$ cat config.mk
export PLATFORM = sky130hd
export DESIGN_NAME = iotlb_invalidate_engine_core
export DESIGN_NICKNAME = d
export VERILOG_FILES = /design/src/rtl/iie_pkg.sv /design/src/rtl/iie_ctrl.sv /design/src/rtl/iie_datapath.sv /design/src/rtl/iotlb_invalidate_engine_core.sv
export SDC_FILE = /design/constraint.sdc
export NUM_CORES = 2
export LEC_CHECK = 0
export BUFFER_PORTS_ARGS = -buffer_cell sky130_fd_sc_hd__buf_2
export CORE_MARGIN = 5
export CORE_UTILIZATION = 63
export CTS_BUF_LIST = sky130_fd_sc_hd__clkbuf_2
export DETAILED_ROUTE_END_ITERATION = 8
export PLACE_DENSITY = 0.79
export SYNTH_ARGS = -nofsm -noshare
export SYNTH_HDL_FRONTEND = slang
export SYNTH_SLANG_ARGS = --single-unit
export TNS_END_PERCENT = 5
$ cat constraint.sdc
create_clock -name clk -period 15.4 [get_ports clk]
set_input_delay 0.77 -clock clk [delete_from_list [all_inputs] [get_ports clk]]
set_output_delay 0.77 -clock clk [all_outputs]
set_load 0.01 [all_outputs]
$ cat src/rtl/iie_pkg.sv
`timescale 1ns / 1ps

package iie_pkg;

  localparam int PAGE_W = 52;
  localparam int GCTX_W = 16;
  localparam int PCTX_W = 20;
  localparam int COUNT_W = 5;

  localparam logic [1:0] OP_FILL = 2'd0;
  localparam logic [1:0] OP_VMA = 2'd1;
  localparam logic [1:0] OP_GVMA = 2'd2;

  typedef struct packed {
    logic              guest_valid;
    logic [GCTX_W-1:0] guest_ctx;
    logic              proc_valid;
    logic [PCTX_W-1:0] proc_ctx;
    logic              is_global;
    logic [PAGE_W-1:0] page;
    logic              range_flag;
  } tag_t;

  typedef struct packed {
    logic [1:0]        op;
    logic [3:0]        entry_index;
    logic              guest_valid;
    logic              addr_valid;
    logic              proc_valid;
    logic [GCTX_W-1:0] guest_ctx;
    logic [PCTX_W-1:0] proc_ctx;
    logic              is_global;
    logic [PAGE_W-1:0] page;
    logic              range_flag;
  } item_t;

  // Controller to datapath strobes.
  typedef struct packed {
    logic load;
    logic fill;
    logic rd_en;
    logic out_load;
  } ctl_cmd_t;

  function automatic logic [PAGE_W-1:0] span_mask(logic [PAGE_W-1:0] page, logic rng);
    logic [PAGE_W-1:0] m;
    m = page ^ (page + PAGE_W'(1));
    return rng ? m : '0;
  endfunction

endpackage

$ cat src/rtl/iie_ctrl.sv
`timescale 1ns / 1ps

module iie_ctrl #(
  parameter int ENTRIES = 16,
  parameter int IW = 4
) (
  input  logic              clk,
  input  logic              rst,
  input  logic              in_valid,
  output logic              in_stall,
  input  logic [1:0]        op,
  output logic              out_valid,
  input  logic              out_stall,
  output iie_pkg::ctl_cmd_t cmd,
  output logic [IW-1:0]     rd_addr
);

  typedef enum logic [4:0] {
    S_IDLE   = 5'b00001,
    S_FILL   = 5'b00010,
    S_SCAN   = 5'b00100,
    S_DRAIN  = 5'b01000,
    S_RESULT = 5'b10000
  } state_t;

  localparam logic [IW-1:0] LAST = IW'(ENTRIES - 1);

  state_t state, state_next;
  logic [IW-1:0] ptr, ptr_next;
  logic accept, out_free;

  assign in_stall = (state != S_IDLE);
  assign accept = in_valid && !in_stall;
  assign out_free = !out_valid || !out_stall;
  assign rd_addr = ptr;

  always_comb begin
    state_next = state;
    ptr_next = ptr;
    cmd = '0;
    case (state)
      S_IDLE: begin
        if (accept) begin
          cmd.load = 1'b1;
          ptr_next = '0;
          if (op == iie_pkg::OP_FILL) begin
            state_next = S_FILL;
          end else if (op == iie_pkg::OP_VMA || op == iie_pkg::OP_GVMA) begin
            state_next = S_SCAN;
          end else begin
            state_next = S_RESULT;
          end
        end
      end
      S_FILL: begin
        cmd.fill = 1'b1;
        state_next = S_RESULT;
      end
      S_SCAN: begin
        cmd.rd_en = 1'b1;
        if (ptr == LAST) begin
          state_next = S_DRAIN;
        end else begin
          ptr_next = ptr + IW'(1);
        end
      end
      S_DRAIN: begin
        // last compare happens in the datapath this cycle
        state_next = S_RESULT;
      end
      S_RESULT: begin
        if (out_free) begin
          cmd.out_load = 1'b1;
          state_next = S_IDLE;
        end
      end
      default: begin
        state_next = S_IDLE;
      end
    endcase
  end

  always_ff @(posedge clk) begin
    if (rst) begin
      state <= S_IDLE;
      ptr <= '0;
      out_valid <= 1'b0;
    end else begin
      state <= state_next;
      ptr <= ptr_next;
      if (cmd.out_load) begin
        out_valid <= 1'b1;
      end else if (!out_stall) begin
        out_valid <= 1'b0;
      end
    end
  end

  a_out_load_free: assert property (@(posedge clk) disable iff (rst)
    cmd.out_load |-> (!out_valid || !out_stall))
    else $error("result loaded over an item still waiting");

  a_accept_leaves_idle: assert property (@(posedge clk) disable iff (rst)
    accept |=> (state != S_IDLE))
    else $error("accepted item did not start work");

  a_held_result: assert property (@(posedge clk) disable iff (rst)
    (out_valid && out_stall) |=> out_valid)
    else $error("stalled result dropped");

endmodule

$ cat src/rtl/iie_datapath.sv
`timescale 1ns / 1ps

module iie_datapath #(
  parameter int ENTRIES = 16,
  parameter int IW = 4,
  parameter int CW = 5
) (
  input  logic                          clk,
  input  logic                          rst,
  input  iie_pkg::item_t                item,
  input  iie_pkg::ctl_cmd_t             cmd,
  input  logic [IW-1:0]                 rd_addr,
  output logic [iie_pkg::COUNT_W-1:0]   cleared_count,
  output logic [iie_pkg::COUNT_W-1:0]   valid_count
);

  iie_pkg::item_t cur;
  logic [iie_pkg::PAGE_W-1:0] cur_span;
  iie_pkg::tag_t mem [ENTRIES];
  iie_pkg::tag_t rd_data;
  logic [ENTRIES-1:0] slot_valid;
  logic cmp_vld;
  logic [IW-1:0] cmp_addr;
  logic [CW-1:0] clr, vcnt;
  logic [IW-1:0] fill_addr;
  logic fill_ok;
  logic [iie_pkg::PAGE_W-1:0] span, diff;
  logic ovl, gctx_eq, pctx_eq, hit_vma, hit_gvma, hit;

  function automatic logic [iie_pkg::COUNT_W-1:0] sat(logic [CW-1:0] v);
    return (32'(v) > 32'd31) ? iie_pkg::COUNT_W'(31) : iie_pkg::COUNT_W'(v);
  endfunction

  assign fill_addr = IW'(cur.entry_index);
  assign fill_ok = 32'(cur.entry_index) < ENTRIES;

  // overlap of two NAPOT ranges: compare above the union of their spans
  assign span = cur_span | iie_pkg::span_mask(rd_data.page, rd_data.range_flag);
  assign diff = (cur.page ^ rd_data.page) & ~span;
  assign ovl = (diff == '0);
  assign gctx_eq = (rd_data.guest_ctx == cur.guest_ctx);
  assign pctx_eq = (rd_data.proc_ctx == cur.proc_ctx);

  assign hit_vma = (cur.guest_valid ? (rd_data.guest_valid && gctx_eq) : !rd_data.guest_valid)
                && (!cur.proc_valid || (rd_data.proc_valid && pctx_eq))
                && (!cur.proc_valid || !rd_data.is_global)
                && (!cur.addr_valid || ovl);
  assign hit_gvma = rd_data.guest_valid && (!cur.guest_valid || gctx_eq)
                 && (rd_data.proc_valid || !cur.addr_valid || !cur.guest_valid || ovl);
  assign hit = cmp_vld && slot_valid[cmp_addr]
            && ((cur.op == iie_pkg::OP_VMA) ? hit_vma : hit_gvma);

  always_ff @(posedge clk) begin
    if (cmd.load) begin
      cur <= item;
      cur_span <= iie_pkg::span_mask(item.page, item.range_flag);
    end
    if (cmd.fill && fill_ok) begin
      mem[fill_addr] <= '{guest_valid: cur.guest_valid, guest_ctx: cur.guest_ctx,
                          proc_valid: cur.proc_valid, proc_ctx: cur.proc_ctx,
                          is_global: cur.is_global, page: cur.page,
                          range_flag: cur.range_flag};
    end
    if (cmd.rd_en) begin
      rd_data <= mem[rd_addr];
    end
    cmp_addr <= rd_addr;
    if (cmd.out_load) begin
      cleared_count <= sat(clr);
      valid_count <= sat(vcnt);
    end
  end

  always_ff @(posedge clk) begin
    if (rst) begin
      slot_valid <= '0;
      cmp_vld <= 1'b0;
      clr <= '0;
      vcnt <= '0;
    end else begin
      cmp_vld <= cmd.rd_en;
      if (cmd.load) begin
        clr <= '0;
      end
      if (cmd.fill && fill_ok) begin
        slot_valid[fill_addr] <= 1'b1;
        if (!slot_valid[fill_addr]) begin
          vcnt <= vcnt + CW'(1);
        end
      end
      if (hit) begin
        slot_valid[cmp_addr] <= 1'b0;
        clr <= clr + CW'(1);
        vcnt <= vcnt - CW'(1);
      end
    end
  end

  a_vcnt_matches: assert property (@(posedge clk) disable iff (rst)
    32'(vcnt) == $countones(slot_valid))
    else $error("valid count out of step with valid bits");

  a_hit_drops: assert property (@(posedge clk) disable iff (rst)
    hit |=> !slot_valid[$past(cmp_addr)])
    else $error("matched entry still valid");

  a_clr_bound: assert property (@(posedge clk) disable iff (rst)
    32'(clr) <= ENTRIES)
    else $error("cleared count beyond table size");

endmodule

$ cat src/rtl/iotlb_invalidate_engine_core.sv
`timescale 1ns / 1ps
// channel  | handshake            | payload
// ---------+----------------------+----------------------------------------------
// in       | in_valid / in_stall  | op, entry_index, guest_valid, addr_valid,
//          |                      | proc_valid, guest_ctx, proc_ctx, is_global,
//          |                      | page_number, range_flag
// out      | out_valid / out_stall| cleared_count, valid_count
//
// A fill runs S_FILL, S_RESULT; an invalidation S_SCAN (one tag-memory read
// per entry, compared the cycle after), S_DRAIN, S_RESULT; unused op S_RESULT.
// One item is in work at a time; in_stall is high while it runs.
// The next item is taken while a result waits in the output register.
// Reset (rst, synchronous) clears all valid bits and the valid count at once.

module iotlb_invalidate_engine_core #(
  parameter int ENTRIES = 16
) (
  input  logic                            clk,
  input  logic                            rst,
  input  logic                            in_valid,
  output logic                            in_stall,
  input  logic [1:0]                      op,
  input  logic [3:0]                      entry_index,
  input  logic                            guest_valid,
  input  logic                            addr_valid,
  input  logic                            proc_valid,
  input  logic [iie_pkg::GCTX_W-1:0]      guest_ctx,
  input  logic [iie_pkg::PCTX_W-1:0]      proc_ctx,
  input  logic                            is_global,
  input  logic [iie_pkg::PAGE_W-1:0]      page_number,
  input  logic                            range_flag,
  output logic                            out_valid,
  input  logic                            out_stall,
  output logic [iie_pkg::COUNT_W-1:0]     cleared_count,
  output logic [iie_pkg::COUNT_W-1:0]     valid_count
);

  localparam int IW = (ENTRIES > 1) ? $clog2(ENTRIES) : 1;
  localparam int CW = $clog2(ENTRIES + 1);

  iie_pkg::ctl_cmd_t cmd;
  iie_pkg::item_t item;
  logic [IW-1:0] rd_addr;

  assign item = '{op: op, entry_index: entry_index, guest_valid: guest_valid,
                  addr_valid: addr_valid, proc_valid: proc_valid,
                  guest_ctx: guest_ctx, proc_ctx: proc_ctx, is_global: is_global,
                  page: page_number, range_flag: range_flag};

  iie_ctrl #(
    .ENTRIES(ENTRIES),
    .IW(IW)
  ) u_ctrl (
    .clk(clk),
    .rst(rst),
    .in_valid(in_valid),
    .in_stall(in_stall),
    .op(op),
    .out_valid(out_valid),
    .out_stall(out_stall),
    .cmd(cmd),
    .rd_addr(rd_addr)
  );

  iie_datapath #(
    .ENTRIES(ENTRIES),
    .IW(IW),
    .CW(CW)
  ) u_datapath (
    .clk(clk),
    .rst(rst),
    .item(item),
    .cmd(cmd),
    .rd_addr(rd_addr),
    .cleared_count(cleared_count),
    .valid_count(valid_count)
  );

endmodule
Word level (Yosys, flattened, before mapping)
Memories as Yosys holds them, arrays and structs flattened. A register that Yosys moved wholly into a read port is not among the register bits.
Index checks and enable logic that the tools add are counted.
{"block": "word_totals", "ff_bits": 202, "ramBits": 1472, "input_bits": 103, "wordCells": 135, "n_memories": 1}
{"memory": "u_datapath.mem", "depth": 16, "width": 92, "read_ports": 1, "rd_ports_with_merged_regs": 1, "wr": 1, "line": "iie_datapath.sv:19", "rtl": "iie_pkg::tag_t mem [ENTRIES];"}
{"block": "classes", "n_addsub": 6, "magnitude_cmp": 4, "n_eq_ne": 18, "n_mux": 38, "bitwise_logic": 9, "n_reduce_logical": 38}
{"cell": "XOR 52 bit", "n": 3}
{"cell": "adder 52 x 1 -> 52 bit (second input constant)", "n": 2}
{"cell": "AND 52 bit", "n": 1}
{"cell": "zero test 52 bit", "n": 1}
{"cell": "2-to-1 mux 52 bit", "n": 1}
{"cell": "inverter 52 bit", "n": 1}
{"cell": "OR 52 bit", "n": 1}
{"cell": "2-to-1 mux 5 bit", "n": 10}
{"cell": "2-to-1 mux 16 bit", "n": 3}
{"cell": "== test 20 bit", "n": 1}
{"cell": "case mux 5 bit (4 select lines)", "n": 1}
{"cell": "AND 16 bit", "n": 1}
{"cell": "== test 16 bit", "n": 1}
{"cell": "2-to-1 mux 1 bit", "n": 16}
{"cell": "inverter 16 bit", "n": 1}
{"cell": "OR 16 bit", "n": 1}
{"cell": "logical AND 1 bit", "n": 12}
{"cell": "adder 5 x 1 -> 5 bit (second input constant)", "n": 2}
{"cell": "less-than comparator 4 x 5 -> 1 bit (second input constant)", "n": 2}
{"cell": "!= test 2 x 1 -> 1 bit (second input constant)", "n": 5}
{"cell": "logical OR 1 bit", "n": 9}
{"cell": "binary-select mux 1 bit (select 4 bit)", "n": 2}
{"cell": "demux 1 bit (select 4 bit)", "n": 2}
{"cell": "greater-or-equal comparator 4 x 1 -> 1 bit (second input constant)", "n": 2}
{"cell": "other kinds (20)", "n": 32}

Longest topological paths before layout
{"block": "logic_depth", "word_depth": 13, "depth_mapped": 18, "mapped_depth_nobuf": 16}

By module
From an unflattened synthesis, not the netlist that was laid out.
{"block": "unflattened", "hier_cells": 2940, "area_unflattened_um2": 67433.4}
{"module": "iie_datapath", "instances": 1, "cells_per_inst": 2876, "area_each_um2": 66880.4, "seq_area_each_um2": 52420.3}
{"module": "iie_ctrl", "instances": 1, "cells_per_inst": 64, "area_each_um2": 553.0, "seq_area_each_um2": 200.2}

Least setup slack after synthesis
Ideal clock, no wire load.
{"block": "synth_timing", "kind": "register to register", "start": "register u_ctrl.state[4]", "end": "memory u_datapath.mem[0][0] in the netlist's numbering, enable pin", "setup_time_ps": 658, "t_arrival_ps": 7364, "required_ps": 14742, "slack_ps": 7379, "stages_incl_launch_ff": 5, "synth_period_minus_slack_ps": 8021, "path_cell_list": "dfxtp_1 > nor3_1 > nand3b_1 > or3_1 > nor3_1"}
{"block": "synth_between", "elab_chain_cells": 4}
{"element": "from (decl)", "line": "iie_ctrl.sv:28", "rtl": "state_t state, state_next;"}
{"element": "from (signal assigned)", "line": "iie_ctrl.sv:89", "rtl": "state <= state_next;"}
{"element": "== test 5 x 2 -> 1 bit", "line": "iie_ctrl.sv:41", "rtl": "case (state)"}
{"element": "2-to-1 mux 1 bit", "line": "iie_ctrl.sv:41"}
{"element": "2-to-1 mux 1 bit", "line": "iie_datapath.sv:58", "rtl": "if (cmd.fill && fill_ok) begin"}
{"element": "2-to-1 mux 1 bit (not written as such)", "line": "iie_datapath.sv:59", "rtl": "mem[fill_addr] <= '{guest_valid: cur.guest_valid, guest_ctx: cur.guest_ctx,"}
{"element": "to (decl)", "line": "iie_datapath.sv:19"}
Every way passes these cells.

Final worst setup path
{"block": "layout_timing", "start": "register u_datapath.cur[70] in the netlist's numbering", "end": "register u_datapath.vcnt[3]"}
{"block": "layout_between", "elab_chain_cells": 10}
{"element": "from (decl)", "line": "iie_datapath.sv:17", "rtl": "iie_pkg::item_t cur;"}
{"element": "from (signal assigned)", "line": "iie_datapath.sv:55", "rtl": "cur <= item;"}
{"element": "== test 20 bit (*)", "line": "iie_datapath.sv:42", "rtl": "assign pctx_eq = (rd_data.proc_ctx == cur.proc_ctx);"}
{"element": "logical AND 1 bit (*)", "line": "iie_datapath.sv:45", "rtl": "&& (!cur.proc_valid || (rd_data.proc_valid && pctx_eq))"}
{"element": "logical OR 1 bit (*)", "line": "iie_datapath.sv:45"}
{"element": "logical AND 1 bit (*)", "line": "iie_datapath.sv:45"}
{"element": "logical AND 1 bit (*)", "line": "iie_datapath.sv:46", "rtl": "&& (!cur.proc_valid || !rd_data.is_global)"}
{"element": "logical AND 1 bit (*)", "line": "iie_datapath.sv:47", "rtl": "&& (!cur.addr_valid || ovl);"}
{"element": "2-to-1 mux 1 bit (*)", "line": "iie_datapath.sv:51", "rtl": "&& ((cur.op == iie_pkg::OP_VMA) ? hit_vma : hit_gvma);"}
{"element": "logical AND 1 bit (*)", "line": "iie_datapath.sv:51"}
{"element": "!= test 2 x 1 -> 1 bit (no source line) or nonzero test 2 bit (tied branches)"}
{"element": "AND reduction 2 bit (no source line)"}
{"element": "to (signal assigned)", "line": "iie_datapath.sv:88", "rtl": "vcnt <= vcnt + CW'(1);"}
{"element": "to (signal assigned)", "line": "iie_datapath.sv:94", "rtl": "vcnt <= vcnt - CW'(1);"}
{"element": "to (decl)", "line": "iie_datapath.sv:24", "rtl": "logic [CW-1:0] clr, vcnt;"}
Mark *: on every way between the ends. The rest lies on a longest branch, timed or not.
A chain may end at the register's enable or synchronous reset.

==> summary.md <==
| Metric | Value |
|---|---|
| Bufs on Longest Clock Path | `4` |
| Initial core utilization | `63.7%` |
| Worst slack, placed | `10,630 ps` |
| Hold Slack | `194 ps` |
| Routed Antenna Nets | `0` |
| Final WS setup | `10,540 ps` |
| Post-synthesis sequential area ratio | `78.3%` |
| Worst min-delay path class | `input port to flop` |
| Layout Skew | `165 ps` |
| Maximum VDD drop | `0.0899 mV` |
| Cell type with the highest aggregate area in the netlist | `edfxtp_1` |
| Register bit total from synthesis | `1,766` |
| Clk sink count | `1,766` |
| Die Area | `0.113 mm²` |
| Synthesized instance count | `2,912` |
| Most common cell in the netlist | `edfxtp_1` |
| Worst EP required | `16,870 ps` |
| Synth warn | `0` |
| Mapped Area | `0.0672 mm²` |
| DR iter-0 viols | `4,560` |
| Comb power frac | `6.0%` |
| Slew Limit Fails | `0` |
| Worst slew margin relative to its limit | `22.9%` |
| GP Congestion | `0.926` |
| First-pass GRT wire length | `228,000 µm` |
| Clock root buffer | `clkbuf_2` |
| Leakage dissipation | `0.0240 µW` |
| Total global routing overflow | `0` |
| Setup TNS | `0 ps` |
| Die Height | `337 µm` |
| RSZ-0062 raised after global routing | `false` |
| Residual DRC count | `0` |
| Int Power | `7090 µW` |
| Die Span X | `337 µm` |
| Fin crit share | `31.6%` |
| Worst-Skew Late Latency | `1670 ps` |
| Average routed wire per standard cell | `29.6 µm` |
| Min cycle time layout | `4860 ps` |
| Nets | `3,690` |
| Ys flop type | `edfxtp_1` |
| Setup bufs post-CTS | `0` |
| Critical path capture point type | `flop` |
| Startpoint types | `flop` |
| Largest net degree at the start of global routing | `158` |
| Total chip power | `9490 µW` |
| Flop pwr share | `63.0%` |
| Core ar. | `0.106 mm²` |
| Syn nets | `3,025` |
| Area contributors post-synth | `edfxtp_1, mux4_2, dfxtp_1` |
| Final HPWL DP | `74,000 µm` |
| Boundary Pins | `115` |
| TritonCTS Buffers | `419` |
| Clock share of power | `31.1%` |
| Via/cell ratio | `6.54` |
| Slew @ Worst Pin | `1160 ps` |
| FP Rows | `119` |
| Top cell types by occurrence after synthesis | `edfxtp_1, mux4_2, nor2_1` |
| Final core occ | `71.5%` |
| Max-cap violation count | `0` |
| Layout cells sized above 1 | `33.3%` |
| Final hold violations | `0` |
| Routed wire length | `156,000 µm` |
| CTS H-tree lvls | `5` |
| Clock-pin transition on the worst setup and hold timing paths | `100 ps` |
| CP Max Fanout | `22` |
| # port buffers | `114` |
| Vias | `34.5k` |
| TritonCTS clock tree | `done` |
| Cell variety after synth | `65` |
| Outcome | `finished clean` |
| Initial antenna violation count | `6` |
| Share of the synthesized area in the top cell type | `77.1%` |
| Average size of a mapped cell | `23.1 µm²` |
| FMAX | `0.206 GHz` |
| Post-synth EDFFs | `1,725` |
| Switching power | `2390 µW` |
| CP Class | `flop to flop` |
| Async SR Flop Fraction | `0%` |
| GRT Total Usage | `27.8%` |
| Sw frac | `25.2%` |
| PwrDens | `126 mW/mm²` |
| Area grow syn2layout | `12.3%` |
| # setup viols final | `0` |
| Drt first pass iters | `6` |
| Vias in the first global route | `35.7k` |
| Worst EP arrival | `6330 ps` |
==> state kept, by name, indices dropped and copies added (netlist names) <==
register                  cells
u_datapath.vcnt               5
u_datapath.fill_addr          4
u_datapath.cmp_addr           4
u_ctrl.state                  5
u_datapath.cleared_count      5
u_datapath.valid_count        5
u_datapath.rd_data           92
u_ctrl.rd_addr                4
u_datapath.cur               95
u_datapath.mem             1472
u_datapath.cmp_vld            1
u_datapath.clr                5
u_datapath.slot_valid        16
u_ctrl.out_valid              1
u_datapath.cur_span          52
==> final cells by class <==
type                            count  area, µm²
Antenna cell                       11       27.5
Inverter                           19       78.8
Clock inverter                    114        682
Fill cell                        5963      30000
Timing Repair Buffer              361       3130
Clock buffer                      606       3030
Tap cell                         1391       1740
Multi-Input combinational cell   1010      14200
Sequential cell                  1766      52600
==> power groups by stage <==
stage | combinational [µW] | sequential, µW | clock, µW
2_1_floorplan | 354 | 5960 | 0
3_3_place_gp | 503 | 6030 | 0
3_5_place_dp | 515 | 6070 | 0
4_1_cts | 562 | 5960 | 2990
5_1_grt | 600 | 6000 | 3300
6_report | 569 | 5970 | 2950
==> per-layer routing <==
metal,up-vias,track usage [%],routed length (µm)
met5,-,0,27
met4,4,9.11,4010
met3,355,7.90,17900
met2,2502,44.6,77900
met1,17700,38.0,56200
li1,14000,-,-
==> placed cells by master (no fill, tap or decap), drive strengths merged, types with 9 or more instances in the layout <==
master       Yosys  routed
nor3            30      30
clkbuf          79     606
and2            13      13
o21ai           14      14
nand3           28      28
dlygate4sd3      0     211
nor2            85      85
buf             38     150
diode            0      11
nand2b          12      12
edfxtp        1725    1725
clkinv           0     102
nand4           27      27
xnor2           80      80
xor2            12      12
a311oi          10      10
ha               9       9
nor4            13      13
inv             19      19
and3            36      36
a21oi           21      21
dfxtp           41      41
a31oi           11      11
nor2b           14      14
mux4           470     470
o22ai           10      10
nand2           31      31
o21bai          10      10
==> timing repair <==
item | 4_1_cts | 5_1_grt
endpoints found under the setup margin | 0 | 0
hold endpoints to repair | 215 | 0
resized for setup | 0 | 0
hold buffers | 211 | 0
==> worst paths after layout <==
kind              slack (ps)                           start                                    end  cells past startpoint
setup / recovery       10540    u_datapath.cur[70]$_DFFE_PP_        u_datapath.vcnt[3]$_SDFFE_PP0P_                     13
hold / removal           190                 page_number[28]  u_datapath.cur_span[30]$_SDFFCE_PN0P_                      3
hold reg to reg          480  u_datapath.clr[4]$_SDFFE_PP0P_  u_datapath.cleared_count[4]$_DFFE_PP_                      0
setup reg to reg       10540    u_datapath.cur[70]$_DFFE_PP_        u_datapath.vcnt[3]$_SDFFE_PP0P_                     13
==> cell families after synthesis <==
kind of cell / share of synthesized area [%]
DFF: 78.3
buffers and inverters: 0.765
AOI/OAI and AO/OA: 1.22
and+or+nand+nor: 2.51
muxes: 15.8
xor gates and xnor gates: 1.20
adders and majority gates: 0.197
==> critical path: stages (launching register included) <==
cell      delay (ps)
edfxtp_1         600
xnor2_1          320
nand4_1          220
nor4_1           670
a22oi_1          230
nor2_1           660
inv_1            300
nor2_4           510
ha_1             330
a21o_1           180
a21oi_1          200
xor2_1           190
nor2_1            50
mux2_2           280
==> stage by stage <==
stage	area [µm²]	instances
2_1_floorplan	67200	2912
4_1_cts	75500	5267
3_3_place_gp	69700	4336
3_5_place_dp	69700	4336
5_1_grt	75500	5276
6_report	75500	5278
Note: power is estimated with default switching activity, not from simulation.
